**src/asw_pkg.sv**
```systemverilog
// Shared types, codes and helpers for the arc swipe wake detector.
// No dependencies.
package asw_pkg;

  localparam int COORD_WIDTH = 16;
  // wide signed width for comparing coordinates with unsigned settings
  localparam int WIDE_W = ((COORD_WIDTH > 16) ? COORD_WIDTH : 16) + 2;

  typedef logic signed [COORD_WIDTH-1:0] coord_t;
  typedef logic signed [WIDE_W-1:0]      wide_t;

  // event kinds
  localparam logic [2:0] KIND_X     = 3'd0;
  localparam logic [2:0] KIND_Y     = 3'd1;
  localparam logic [2:0] KIND_SLOT  = 3'd2;
  localparam logic [2:0] KIND_TRACK = 3'd3;
  localparam logic [2:0] KIND_KEY   = 3'd4;

  localparam logic [15:0] TRACK_LIFT = 16'hFFFF;
  localparam logic [15:0] KEY_UP     = 16'h0000;

  // enable modes
  localparam logic [1:0] MODE_OFF    = 2'd0;
  localparam logic [1:0] MODE_ARC_CP = 2'd1;
  localparam logic [1:0] MODE_ARC    = 2'd2;

  // register indexes
  localparam logic [2:0] REG_ENABLE   = 3'd0;
  localparam logic [2:0] REG_CENTER_X = 3'd1;
  localparam logic [2:0] REG_HEIGHT   = 3'd2;
  localparam logic [2:0] REG_INNER    = 3'd3;
  localparam logic [2:0] REG_OUTER    = 3'd4;
  localparam logic [2:0] REG_SIDE_ROW = 3'd5;

  localparam int FIFO_DEPTH = 4;
  localparam int PTR_W      = $clog2(FIFO_DEPTH);
  localparam int CNT_W      = $clog2(FIFO_DEPTH + 1);

  typedef enum logic [1:0] {
    OP_NONE,
    OP_RESET,
    OP_EVAL
  } op_t;

  typedef struct packed {
    op_t    op;
    coord_t x;
    coord_t y;
  } req_t;

  typedef struct packed {
    logic [1:0]  enable_mode;
    logic [13:0] center_x;
    logic [14:0] screen_height;
    logic [14:0] inner_radius;
    logic [14:0] outer_radius;
    logic [14:0] side_row;
  } cfg_t;

  // floor(n / 3) for n below 2^17, by reciprocal multiply
  function automatic logic [16:0] div3(input logic [16:0] n);
    logic [35:0] p;
    p = {19'b0, n} * 36'd174763;
    return p[35:19];
  endfunction

endpackage

```
**src/asw_front.sv**
```systemverilog
// Front end: pairs X and Y reports and classifies each event as a request.
// Depends on asw_pkg.
module asw_front (
  input  logic                 clk,
  input  logic                 rst,
  input  logic                 in_valid,
  output logic                 in_ready,
  input  logic [2:0]           mode,
  input  logic signed [15:0]   value,
  input  logic                 screen_off,
  input  logic                 hold,
  input  logic                 full,
  output logic                 push,
  output asw_pkg::req_t        req
);
  import asw_pkg::*;

  coord_t last_x, last_x_next;
  coord_t last_y, last_y_next;
  logic   x_seen, x_seen_next;
  logic   y_seen, y_seen_next;
  coord_t coord;

  assign coord    = coord_t'(value);
  assign in_ready = !full && !hold;
  assign push     = in_valid && in_ready;

  always_comb begin
    last_x_next = last_x;
    last_y_next = last_y;
    x_seen_next = x_seen;
    y_seen_next = y_seen;
    req.op      = OP_NONE;
    if (!screen_off) begin
      if (mode == KIND_SLOT || (mode == KIND_TRACK && value == TRACK_LIFT) ||
          (mode == KIND_KEY && value == KEY_UP)) begin
        req.op = OP_RESET;
      end else begin
        if (mode == KIND_X) begin
          last_x_next = coord;
          x_seen_next = 1'b1;
        end else if (mode == KIND_Y) begin
          last_y_next = coord;
          y_seen_next = 1'b1;
        end
        if (x_seen_next && y_seen_next) begin
          x_seen_next = 1'b0;
          y_seen_next = 1'b0;
          req.op      = OP_EVAL;
        end
      end
    end
    req.x = last_x_next;
    req.y = last_y_next;
  end

  always_ff @(posedge clk) begin
    if (rst) begin
      last_x <= '0;
      last_y <= '0;
      x_seen <= 1'b0;
      y_seen <= 1'b0;
    end else if (push) begin
      last_x <= last_x_next;
      last_y <= last_y_next;
      x_seen <= x_seen_next;
      y_seen <= y_seen_next;
    end
  end

endmodule

```
**src/asw_fifo.sv**
```systemverilog
// Short request queue between front and back end.
// Depends on asw_pkg.
module asw_fifo (
  input  logic          clk,
  input  logic          rst,
  input  logic          push,
  input  asw_pkg::req_t wdata,
  input  logic          pop,
  output asw_pkg::req_t rdata,
  output logic          full,
  output logic          empty
);
  import asw_pkg::*;

  req_t             mem [FIFO_DEPTH];
  logic [PTR_W-1:0] wr_ptr;
  logic [PTR_W-1:0] rd_ptr;
  logic [CNT_W-1:0] count;

  assign full  = (count == CNT_W'(FIFO_DEPTH));
  assign empty = (count == '0);
  assign rdata = mem[rd_ptr];

  always_ff @(posedge clk) begin
    if (push) begin
      mem[wr_ptr] <= wdata;
    end
  end

  always_ff @(posedge clk) begin
    if (rst) begin
      wr_ptr <= '0;
      rd_ptr <= '0;
      count  <= '0;
    end else begin
      if (push) begin
        wr_ptr <= (wr_ptr == PTR_W'(FIFO_DEPTH - 1)) ? '0 : wr_ptr + 1'b1;
      end
      if (pop) begin
        rd_ptr <= (rd_ptr == PTR_W'(FIFO_DEPTH - 1)) ? '0 : rd_ptr + 1'b1;
      end
      if (push && !pop) begin
        count <= count + 1'b1;
      end else if (pop && !push) begin
        count <= count - 1'b1;
      end
    end
  end

endmodule

```
**src/asw_back.sv**
```systemverilog
// Back end: zone compares, squared distance, annulus test and stroke state.
// Depends on asw_pkg.
module asw_back (
  input  logic          clk,
  input  logic          rst,
  input  asw_pkg::cfg_t cfg,
  input  logic          empty,
  input  asw_pkg::req_t rdata,
  output logic          pop,
  output logic          out_valid,
  input  logic          out_ready,
  output logic          wake_pulse
);
  import asw_pkg::*;

  typedef struct packed {
    op_t    op;
    coord_t x;
    coord_t y;
    logic   y_ok;
    logic   is_left;
    logic   is_right;
    logic   is_band;
    logic   is_low;
    logic   far;
  } pt_t;

  function automatic wide_t uw(input logic [15:0] v);
    return wide_t'(v);
  endfunction

  // settings derived from cfg and registered
  logic [14:0] t_c3, t_5c3, t_5c6, t_7c6;
  logic [29:0] ri_sq, ro_sq;
  logic [16:0] c5, c7;
  logic [16:0] q_c, q_5c, q_7c;

  assign c5   = {3'b0, cfg.center_x} * 17'd5;
  assign c7   = {3'b0, cfg.center_x} * 17'd7;
  assign q_c  = div3({3'b0, cfg.center_x});
  assign q_5c = div3(c5);
  assign q_7c = div3(c7);

  always_ff @(posedge clk) begin
    t_c3  <= q_c[14:0];
    t_5c3 <= q_5c[14:0];
    t_5c6 <= q_5c[15:1];
    t_7c6 <= q_7c[15:1];
    ri_sq <= {15'b0, cfg.inner_radius} * {15'b0, cfg.inner_radius};
    ro_sq <= {15'b0, cfg.outer_radius} * {15'b0, cfg.outer_radius};
  end

  logic advance;
  assign advance = !out_valid || out_ready;
  assign pop     = advance && !empty;

  // stage 1: compares and distance magnitudes
  wide_t xw, yw, dx, dy, adx, ady;
  pt_t   s1_c;

  assign xw  = wide_t'(rdata.x);
  assign yw  = wide_t'(rdata.y);
  assign dx  = xw - uw({2'b0, cfg.center_x});
  assign dy  = yw - uw({1'b0, cfg.screen_height});
  assign adx = dx[WIDE_W-1] ? -dx : dx;
  assign ady = dy[WIDE_W-1] ? -dy : dy;

  always_comb begin
    s1_c.op       = rdata.op;
    s1_c.x        = rdata.x;
    s1_c.y        = rdata.y;
    s1_c.y_ok     = yw < uw({1'b0, cfg.screen_height});
    s1_c.is_left  = xw < uw({1'b0, t_c3});
    s1_c.is_right = xw > uw({1'b0, t_5c3});
    s1_c.is_band  = (xw > uw({1'b0, t_5c6})) && (xw < uw({1'b0, t_7c6}));
    s1_c.is_low   = yw > uw({1'b0, cfg.side_row});
    // a leg of 2^15 or more already lies beyond any outer radius
    s1_c.far      = (|adx[WIDE_W-1:15]) || (|ady[WIDE_W-1:15]);
  end

  logic        s1_valid, s2_valid, s3_valid;
  pt_t         s1, s2, s3;
  logic [14:0] s1_ax, s1_ay;
  logic [29:0] s2_sx, s2_sy;
  logic [30:0] d2;
  logic        s3_ring;

  assign d2 = {1'b0, s2_sx} + {1'b0, s2_sy};

  always_ff @(posedge clk) begin
    if (rst) begin
      s1_valid <= 1'b0;
      s2_valid <= 1'b0;
      s3_valid <= 1'b0;
    end else if (advance) begin
      s1_valid <= !empty;
      s2_valid <= s1_valid;
      s3_valid <= s2_valid;
    end
  end

  always_ff @(posedge clk) begin
    if (advance) begin
      s1      <= s1_c;
      s1_ax   <= adx[14:0];
      s1_ay   <= ady[14:0];
      s2      <= s1;
      s2_sx   <= {15'b0, s1_ax} * {15'b0, s1_ax};
      s2_sy   <= {15'b0, s1_ay} * {15'b0, s1_ay};
      s3      <= s2;
      s3_ring <= !s2.far && (d2 > {1'b0, ri_sq}) && (d2 < {1'b0, ro_sq});
    end
  end

  // stroke state
  logic   start_valid, start_valid_next;
  coord_t start_x, start_x_next;
  coord_t start_y, start_y_next;
  logic   armed, armed_next;
  logic   centre_passed, centre_passed_next;
  logic   pulse;
  logic   st_left, st_right, cp, at_end, arc_mode;

  always_comb begin
    if (start_valid) begin
      st_left  = (wide_t'(start_x) < uw({1'b0, t_c3})) &&
                 (wide_t'(start_y) > uw({1'b0, cfg.side_row}));
      st_right = (wide_t'(start_x) > uw({1'b0, t_5c3})) &&
                 (wide_t'(start_y) > uw({1'b0, cfg.side_row}));
    end else begin
      // start is latched from this very point
      st_left  = s3.is_left && s3.is_low;
      st_right = s3.is_right && s3.is_low;
    end
  end

  assign arc_mode = (cfg.enable_mode == MODE_ARC_CP) || (cfg.enable_mode == MODE_ARC);
  assign cp       = centre_passed || (cfg.enable_mode == MODE_ARC_CP && s3.is_band);
  assign at_end   = (st_left ? s3.is_right : s3.is_left) && s3.is_low;

  always_comb begin
    start_valid_next   = start_valid;
    start_x_next       = start_x;
    start_y_next       = start_y;
    armed_next         = armed;
    centre_passed_next = centre_passed;
    pulse              = 1'b0;
    case (s3.op)
      OP_RESET: begin
        start_valid_next   = 1'b0;
        start_x_next       = '1;
        start_y_next       = '1;
        armed_next         = 1'b1;
        centre_passed_next = 1'b0;
      end
      OP_EVAL: begin
        if (s3.y_ok && cfg.enable_mode != MODE_OFF) begin
          start_valid_next = 1'b1;
          if (!start_valid) begin
            start_x_next = s3.x;
            start_y_next = s3.y;
          end
          if (arc_mode && (st_left || st_right)) begin
            if (!s3_ring) begin
              start_valid_next   = 1'b0;
              start_x_next       = '1;
              start_y_next       = '1;
              armed_next         = 1'b1;
              centre_passed_next = 1'b0;
            end else begin
              centre_passed_next = cp;
              if (at_end && armed && (cfg.enable_mode == MODE_ARC || cp)) begin
                armed_next = 1'b0;
                pulse      = 1'b1;
              end
            end
          end
        end
      end
      default: ;
    endcase
  end

  always_ff @(posedge clk) begin
    if (rst) begin
      out_valid     <= 1'b0;
      start_valid   <= 1'b0;
      start_x       <= '1;
      start_y       <= '1;
      armed         <= 1'b1;
      centre_passed <= 1'b0;
    end else if (advance) begin
      out_valid <= s3_valid;
      if (s3_valid) begin
        start_valid   <= start_valid_next;
        start_x       <= start_x_next;
        start_y       <= start_y_next;
        armed         <= armed_next;
        centre_passed <= centre_passed_next;
      end
    end
  end

  always_ff @(posedge clk) begin
    if (advance) begin
      wake_pulse <= pulse;
    end
  end

endmodule

```
**src/arc_swipe_wake_detector.sv**
```systemverilog
// Arc swipe wake detector, top level: settings registers, front, queue, back.
// Events pass the queue, stages s1 to s3 and output register; throughput is one
// event per cycle when not held off, and the back end is a 3-stage pipeline plus
// output register and the 4-entry queue absorbs output stalls.
// Input is held off in a cycle with a settings write. Synchronous reset
// restores default settings and clears queue, pipeline and stroke state.
module arc_swipe_wake_detector (
  input  logic                clk,
  input  logic                rst,
  input  logic                in_valid,
  output logic                in_ready,
  input  logic [2:0]          mode,
  input  logic signed [15:0]  value,
  input  logic                screen_off,
  output logic                out_valid,
  input  logic                out_ready,
  output logic                wake_pulse,
  input  logic                cfg_valid,
  output logic                cfg_ready,
  input  logic [2:0]          cfg_index,
  input  logic [15:0]         cfg_data
);
  import asw_pkg::*;

  cfg_t cfg;
  req_t push_req, head_req;
  logic push, pop, full, empty;

  assign cfg_ready = 1'b1;

  always_ff @(posedge clk) begin
    if (rst) begin
      cfg.enable_mode   <= MODE_ARC_CP;
      cfg.center_x      <= 14'd540;
      cfg.screen_height <= 15'd1920;
      cfg.inner_radius  <= 15'd390;
      cfg.outer_radius  <= 15'd630;
      cfg.side_row      <= 15'd1595;
    end else if (cfg_valid && cfg_ready) begin
      unique case (cfg_index)
        REG_ENABLE:   cfg.enable_mode   <= cfg_data[1:0];
        REG_CENTER_X: cfg.center_x      <= cfg_data[13:0];
        REG_HEIGHT:   cfg.screen_height <= cfg_data[14:0];
        REG_INNER:    cfg.inner_radius  <= cfg_data[14:0];
        REG_OUTER:    cfg.outer_radius  <= cfg_data[14:0];
        REG_SIDE_ROW: cfg.side_row      <= cfg_data[14:0];
        default: ;
      endcase
    end
  end

  asw_front u_front (
    .clk        (clk),
    .rst        (rst),
    .in_valid   (in_valid),
    .in_ready   (in_ready),
    .mode       (mode),
    .value      (value),
    .screen_off (screen_off),
    .hold       (cfg_valid),
    .full       (full),
    .push       (push),
    .req        (push_req)
  );

  asw_fifo u_fifo (
    .clk   (clk),
    .rst   (rst),
    .push  (push),
    .wdata (push_req),
    .pop   (pop),
    .rdata (head_req),
    .full  (full),
    .empty (empty)
  );

  asw_back u_back (
    .clk        (clk),
    .rst        (rst),
    .cfg        (cfg),
    .empty      (empty),
    .rdata      (head_req),
    .pop        (pop),
    .out_valid  (out_valid),
    .out_ready  (out_ready),
    .wake_pulse (wake_pulse)
  );

endmodule

```
**config.mk**
```make
export PLATFORM = sky130hd
export DESIGN_NAME = arc_swipe_wake_detector
export DESIGN_NICKNAME = d
export VERILOG_FILES = /design/src/asw_pkg.sv /design/src/asw_front.sv /design/src/asw_fifo.sv /design/src/asw_back.sv /design/src/arc_swipe_wake_detector.sv
export SDC_FILE = /design/constraint.sdc
export NUM_CORES = 2
export LEC_CHECK = 0
export ABC_AREA = 1
export BUFFER_PORTS_ARGS = -buffer_cell sky130_fd_sc_hd__buf_4
export CORE_UTILIZATION = 30
export CTS_BUF_LIST = sky130_fd_sc_hd__clkbuf_2
export DETAILED_ROUTE_END_ITERATION = 16
export PLACE_DENSITY = 0.47
export SYNTH_ARGS = -nofsm -noshare
export SYNTH_HDL_FRONTEND = slang
export SYNTH_SLANG_ARGS = --single-unit
```
**constraint.sdc**
```tcl
create_clock -name clk -period 16.95 [get_ports clk]
set_input_delay 1.695 -clock clk [delete_from_list [all_inputs] [get_ports clk]]
set_output_delay 1.695 -clock clk [all_outputs]
set_load 0.02 [all_outputs]
```
# Word level (Yosys, flattened, before mapping)
# Memories as Yosys holds them, arrays and structs flattened. A register that Yosys moved wholly into a read port is not among the register bits.
# Index checks and enable logic that the tools add are counted.
[totals]
regBits = 485
memories = 1
in_bits = 44
word_cells = 224
mem_bits_rw = 136
[classes]
order_cmp = 11
n_mul = 9
n_reduce_logical = 56
mux = 56
eq_ne = 20
add_sub_neg = 9
bitwise = 2
[mem_list]
columns = ["memory", "depth", "width", "rd", "rd_ports_with_merged_regs", "write_ports", "line", "rtl"]
rows = [
  ["u_fifo.mem", 4, 34, 1, 1, 1, "asw_fifo.sv:15", "req_t mem [FIFO_DEPTH];"],
]
[op_table]
columns = ["op", "n"]
rows = [
  ["$mux W16", 15],
  ["$mul A15 B15 Y30", 4],
  ["$gt A16 B16 Y1", 5],
  ["$mul A17 B18 Y35 const B", 2],
  ["$pmux W16 S2", 2],
  ["$mux W18", 2],
  ["$neg A18 Y18", 2],
  ["$mul A14 B3 Y17 const B", 2],
  ["$lt A16 B14 Y1", 2],
  ["$lt A16 B16 Y1", 2],
  ["$mul A14 B18 Y32 const B", 1],
  ["$add A30 B30 Y31", 1],
  ["$gt A31 B30 Y1", 1],
  ["$lt A31 B30 Y1", 1],
  ["$mux W1", 25],
  ["$logic_and A1 B1 Y1", 21],
  ["$sub A16 B15 Y17", 1],
  ["$sub A16 B16 Y17", 1],
  ["$eq A16 B16 Y1 const B", 1],
  ["$logic_not A16 Y1", 1],
  ["$mux W2", 7],
  ["$eq A3 B2 Y1 const B", 4],
  ["$eq A3 B3 Y1 const B", 4],
  ["$reduce_and A2 Y1", 6],
  ["20 further kinds", 50],
]

# Longest topological paths before layout
[depth]
ltp_word = 12
depth_mapped = 34
ltp_nobuf = 34

# By module
# From an unflattened synthesis, not the netlist that was laid out.
[unflattened]
cells_unflattened = 7846
area_unflattened_um2 = 68612.1
[modules_own_cells]
columns = ["mod", "seq_area_each_um2", "n_inst", "cells_per_inst", "area_per_inst_um2"]
rows = [
  ["asw_back", 9098.7, 1, 6694, 57735.4],
  ["asw_fifo", 4264.1, 1, 388, 5705.5],
  ["arc_swipe_wake_detector", 1521.5, 1, 422, 3014.1],
  ["asw_front", 680.7, 1, 342, 2157.1],
]

# Worst setup path before layout
# No wires, ideal clock.
[synth_timing]
path_kind = "register -> register"
startpoint = "register, netlist name cfg[60]"
endpoint = "register u_back.t_7c6[11]"
setup_ps = 72
arrival_ps = 7790
setup_slack_ps = 9088
n_path_buf = 0
period_less_slack_ps = 7862
stages_incl_launch_ff = 30
required_ps = 16878
cell_sequence = "dfxtp_1 ha_1 ha_1 inv_1 fa_1 nand3b_1 and2_1 o221ai_1 a31oi_1 o21ai_0 a21oi_1 o21bai_1 ha_1 inv_1 fa_1 fa_1 inv_1 fa_1 inv_1 fa_1 fa_1 inv_1 ha_1 nand2_1 nor4_1 o21ai_0 nand3_1 a21oi_1 o31ai_1 xor2_1"
[synth_via]
elab_chain_cells = 2
[synth_rtl]
columns = ["item", "line", "rtl"]
rows = [
  ["$mul A14 B3 Y17", "asw_back.sv:39", "assign c7 = {3'b0, cfg.center_x} * 17'd7;"],
  ["$mul A17 B18 Y35", "asw_pkg.sv:63", "p = {19'b0, n} * 36'd174763;"],
  ["via u_back.q_7c[12]", "asw_back.sv:36", "logic [16:0] q_c, q_5c, q_7c;"],
  ["end signal: assignment", "asw_back.sv:48", "t_7c6 <= q_7c[15:1];"],
  ["end: declaration", "asw_back.sv:33", "logic [14:0] t_c3, t_5c3, t_5c6, t_7c6;"],
]
# The timed path passes the listed nets, and every way through them passes these cells.
# A chain may end at the register's enable or synchronous reset.

# Worst setup path after layout
[layout_timing]
startpoint = "register, netlist name cfg[60]"
endpoint = "register u_back.t_7c6[11]"
[layout_via]
elab_chain_cells = 2
[layout_rtl]
columns = ["item", "line"]
rows = [
  ["$mul A14 B3 Y17", "asw_back.sv:39"],
  ["$mul A17 B18 Y35", "asw_pkg.sv:63"],
  ["via u_back.q_7c[12]", "asw_back.sv:36"],
]
# The timed path passes the listed nets, and every way through them passes these cells.

==> metrics.txt <==
first-pass GRT wire length around 280 mm; Detailed Routing Iterations Pass 1 5; Num Clock Sinks between 600 and 700; number of buffers between clock root and the deepest sink 3; ratio of routed vias to standard cells ~4.5; hold_buf cts 0; number of antenna violations at the first check in global routing 6; number of filler instances in the final layout about 23000; setup TNS 0 ns; Cells after Synth roughly 7700; Worst Clk Skew 0.199 ns; total number of vias around 49000; Initial Util 0.303; delay of the slowest cell on the worst path between 0.6 and 0.7 ns; y dimension of the die ~480 um; width of the chip ~480 um; leading cell types in the layout, fill and taps excluded 1793 x sky130_fd_sc_hd__inv_1, 1247 x sky130_fd_sc_hd__nand2_1, 975 x sky130_fd_sc_hd__ha_1; final critical delay including setup and external delays 8.43 ns; cell class contributing the biggest share of worst-path delay adder cells; Clock Pin Slew Worst Setup and Hold Paths 0.10 ns; number of global-route vias before repair approximately 52000; number of synthesized flops with an enable pin between 300 and 400; Synth-to-Final Area Change 8.04%; overall die area 227000 um^2; number of nets in the synthesized netlist between 9000 and 10000; sequential-to-total area share from yosys stat 0.230; ANT nets after route 0; number of clock buffers inserted by TritonCTS 163; final number of setup-violating endpoints 0; CP Max Fanout 24; Worst Path Required around 18 ns; Slowest-stage cell, CP sky130_fd_sc_hd__fa_1; leading cell type in the layout, fill and taps excluded sky130_fd_sc_hd__inv_1; drt initial violations around 2300; arrival time at the worst endpoint 9.96 ns; buffers added on ports 45; Buf/Inv on CP 6; clock root buffer master sky130_fd_sc_hd__clkbuf_2; Slew Viols, Final 0; average wire length per cell after detail routing between 15 and 20 um; number of distinct library cells after synthesis 61; ys async rst share 0; source of the worst register-to-register timing path cfg[60]; setup repair after global routing missed its margin false; area of the multi-input gates about 45000 um^2; Final HPWL DP around 140 mm; maximum number of pins on one net before global-route repair 84; htree depth 4; I/O pin count 48; synthesized area per cell 8.81 um^2; CTS tree built; part of the cycle the worst path needs 0.497; Routed WL about 170 mm; type of the worst min-delay path register to register; critical hold path startpoint u_back.s1[32]; area of the mapped netlist 67600 um^2; count of cells resized by post-cts repair 0; total global routing track utilization 0.156; proportion of layout cells with a drive suffix above 1 0.0554; Worst Setup Path Type register to register; pin slew with the least headroom to its limit between 1 and 1.5 ns; Slew HR 0.214; Worst-Skew Late Latency between 1.5 and 2 ns; placement row count roughly 170; run status completed; Final Hold Vio Count 0; maximum frequency from static timing analysis around 0.12 GHz; launching instance or port of the critical path cfg[60]; Most Frequent Cell on Critical Path sky130_fd_sc_hd__fa_1; top flip-flop cell by instance count after synthesis sky130_fd_sc_hd__edfxtp_1; number of nets in the layout roughly 9600; Critical Path End Type register; GP Congestion 0.873; Yosys reg bits 605; footprint of the flip-flops and latches between 15000 and 20000 um^2; count of unresolved DRC violations after routing 0; area of the core region about 220000 um^2; number of warnings issued by yosys 0; count of buffers added by post-CTS timing repair for setup 0; reported max-cap violation count 0; Remaining Overflow, GRT 0; startpoint type of the worst setup path register
[stage by stage]
stage | instance area, um^2 | hold slack (ns) | utilization | setup slack, ns | instances
3_3_place_gp | 71500 | 0.400 | 0.320 | 8.33 | 10600
5_1_grt | 73000 | 0.256 | 0.327 | 8.02 | 10900
6_report | 73000 | 0.298 | 0.327 | 8.52 | 10900
3_5_place_dp | 71500 | 0.405 | 0.320 | 8.29 | 10600
4_1_cts | 73000 | 0.206 | 0.327 | 8.47 | 10900
2_1_floorplan | 67600 | 0.400 | - | 9.09 | 7674
[synthesized netlist by cell type (5+ instances only)]
master                        n  area [um^2]
sky130_fd_sc_hd__nor4_1      17          106
sky130_fd_sc_hd__edfxtp_1   345        10400
sky130_fd_sc_hd__nor3_1      40          200
sky130_fd_sc_hd__a221oi_1     8         70.1
sky130_fd_sc_hd__a21oi_2      6         52.6
sky130_fd_sc_hd__nand3b_1    10         75.1
sky130_fd_sc_hd__inv_2        9         33.8
sky130_fd_sc_hd__fa_1       792        15900
sky130_fd_sc_hd__a31oi_1     25          156
sky130_fd_sc_hd__o211ai_1    35          263
sky130_fd_sc_hd__nor2_1     354         1330
sky130_fd_sc_hd__o221ai_1     9         78.8
sky130_fd_sc_hd__a21oi_1    472         2360
sky130_fd_sc_hd__o21bai_1    17          128
sky130_fd_sc_hd__nand4_1    105          657
sky130_fd_sc_hd__ha_1       975        12200
sky130_fd_sc_hd__nand2_1   1248         4680
sky130_fd_sc_hd__nand2_2      6         37.5
sky130_fd_sc_hd__or2_2       10         62.6
sky130_fd_sc_hd__inv_1     1795         6740
sky130_fd_sc_hd__xor2_1     180         1580
sky130_fd_sc_hd__buf_4        5         37.5
sky130_fd_sc_hd__o21ai_1     14         70.1
sky130_fd_sc_hd__xnor2_1     77          674
sky130_fd_sc_hd__a31o_2       6         52.6
sky130_fd_sc_hd__buf_1        5         18.8
sky130_fd_sc_hd__a211oi_1    12         90.1
sky130_fd_sc_hd__clkbuf_1   149          559
sky130_fd_sc_hd__o22ai_1     30          188
sky130_fd_sc_hd__nand3_1    140          701
sky130_fd_sc_hd__o31ai_1      9         67.6
sky130_fd_sc_hd__dfxtp_1    260         5200
sky130_fd_sc_hd__a21o_1      23          173
sky130_fd_sc_hd__o21a_1      27          203
sky130_fd_sc_hd__o21ai_0    407         2040
[kinds of logic after synthesis]
group | Yosys count | share of synthesized area
AOI/OAI and AO/OA | 1120 | 0.0914
xor gates and xnor gates | 262 | 0.0347
adders and majority gates | 1767 | 0.415
buffers and inverters | 1969 | 0.110
DFF | 605 | 0.230
other | 1 | 0.0000555
and+or+nand+nor | 1950 | 0.119
[sequential cells by signal, indices dropped and copies added (netlist names), 29 cells and up, named ones only]
| signal | flops |
|---|---|
| u_fifo.mem | 136 |
| cfg | 76 |
| u_back.s1 | 40 |
| u_back.s2 | 40 |
| u_back.s3 | 39 |
| u_back.ri_sq | 29 |
| u_back.ro_sq | 29 |
| u_back.s2_sx | 29 |
| u_back.s2_sy | 29 |
[final cells by class]
class | count | share of cell area
Clock inverter | 58 | 0.00481
Timing Repair Buffer | 100 | 0.0103
Clock buffer | 237 | 0.0162
Inverter | 1804 | 0.0928
Tap cell | 2975 | 0.0510
Multi-Input combinational cell | 5100 | 0.611
Antenna cell | 10 | 0.000343
Sequential cell | 605 | 0.213
[metal layers]
metal / global-route usage / part of all wire / vias to the layer above
li1: - / - / 24700
met1: 0.203 / 0.46 / 23700
met3: 0.0186 / 0.027 / 184
met5: 0 / 0.00016 / -
met4: 0.0360 / 0.020 / 4
met2: 0.275 / 0.49 / 661
[path summary, 6_finish.rpt]
kind / slack, ns / endpoint / depth (start not counted)
max reg2reg: 8.52 / u_back.t_7c6[11] / 30
min reg2reg: 0.30 / u_back.s2[32] / 0
max: 8.52 / u_back.t_7c6[11] / 30
min: 0.30 / u_back.s2[32] / 0
Power is not shown: default switching activity piles up to over one toggle a cycle in this logic, so the estimate is an artifact.
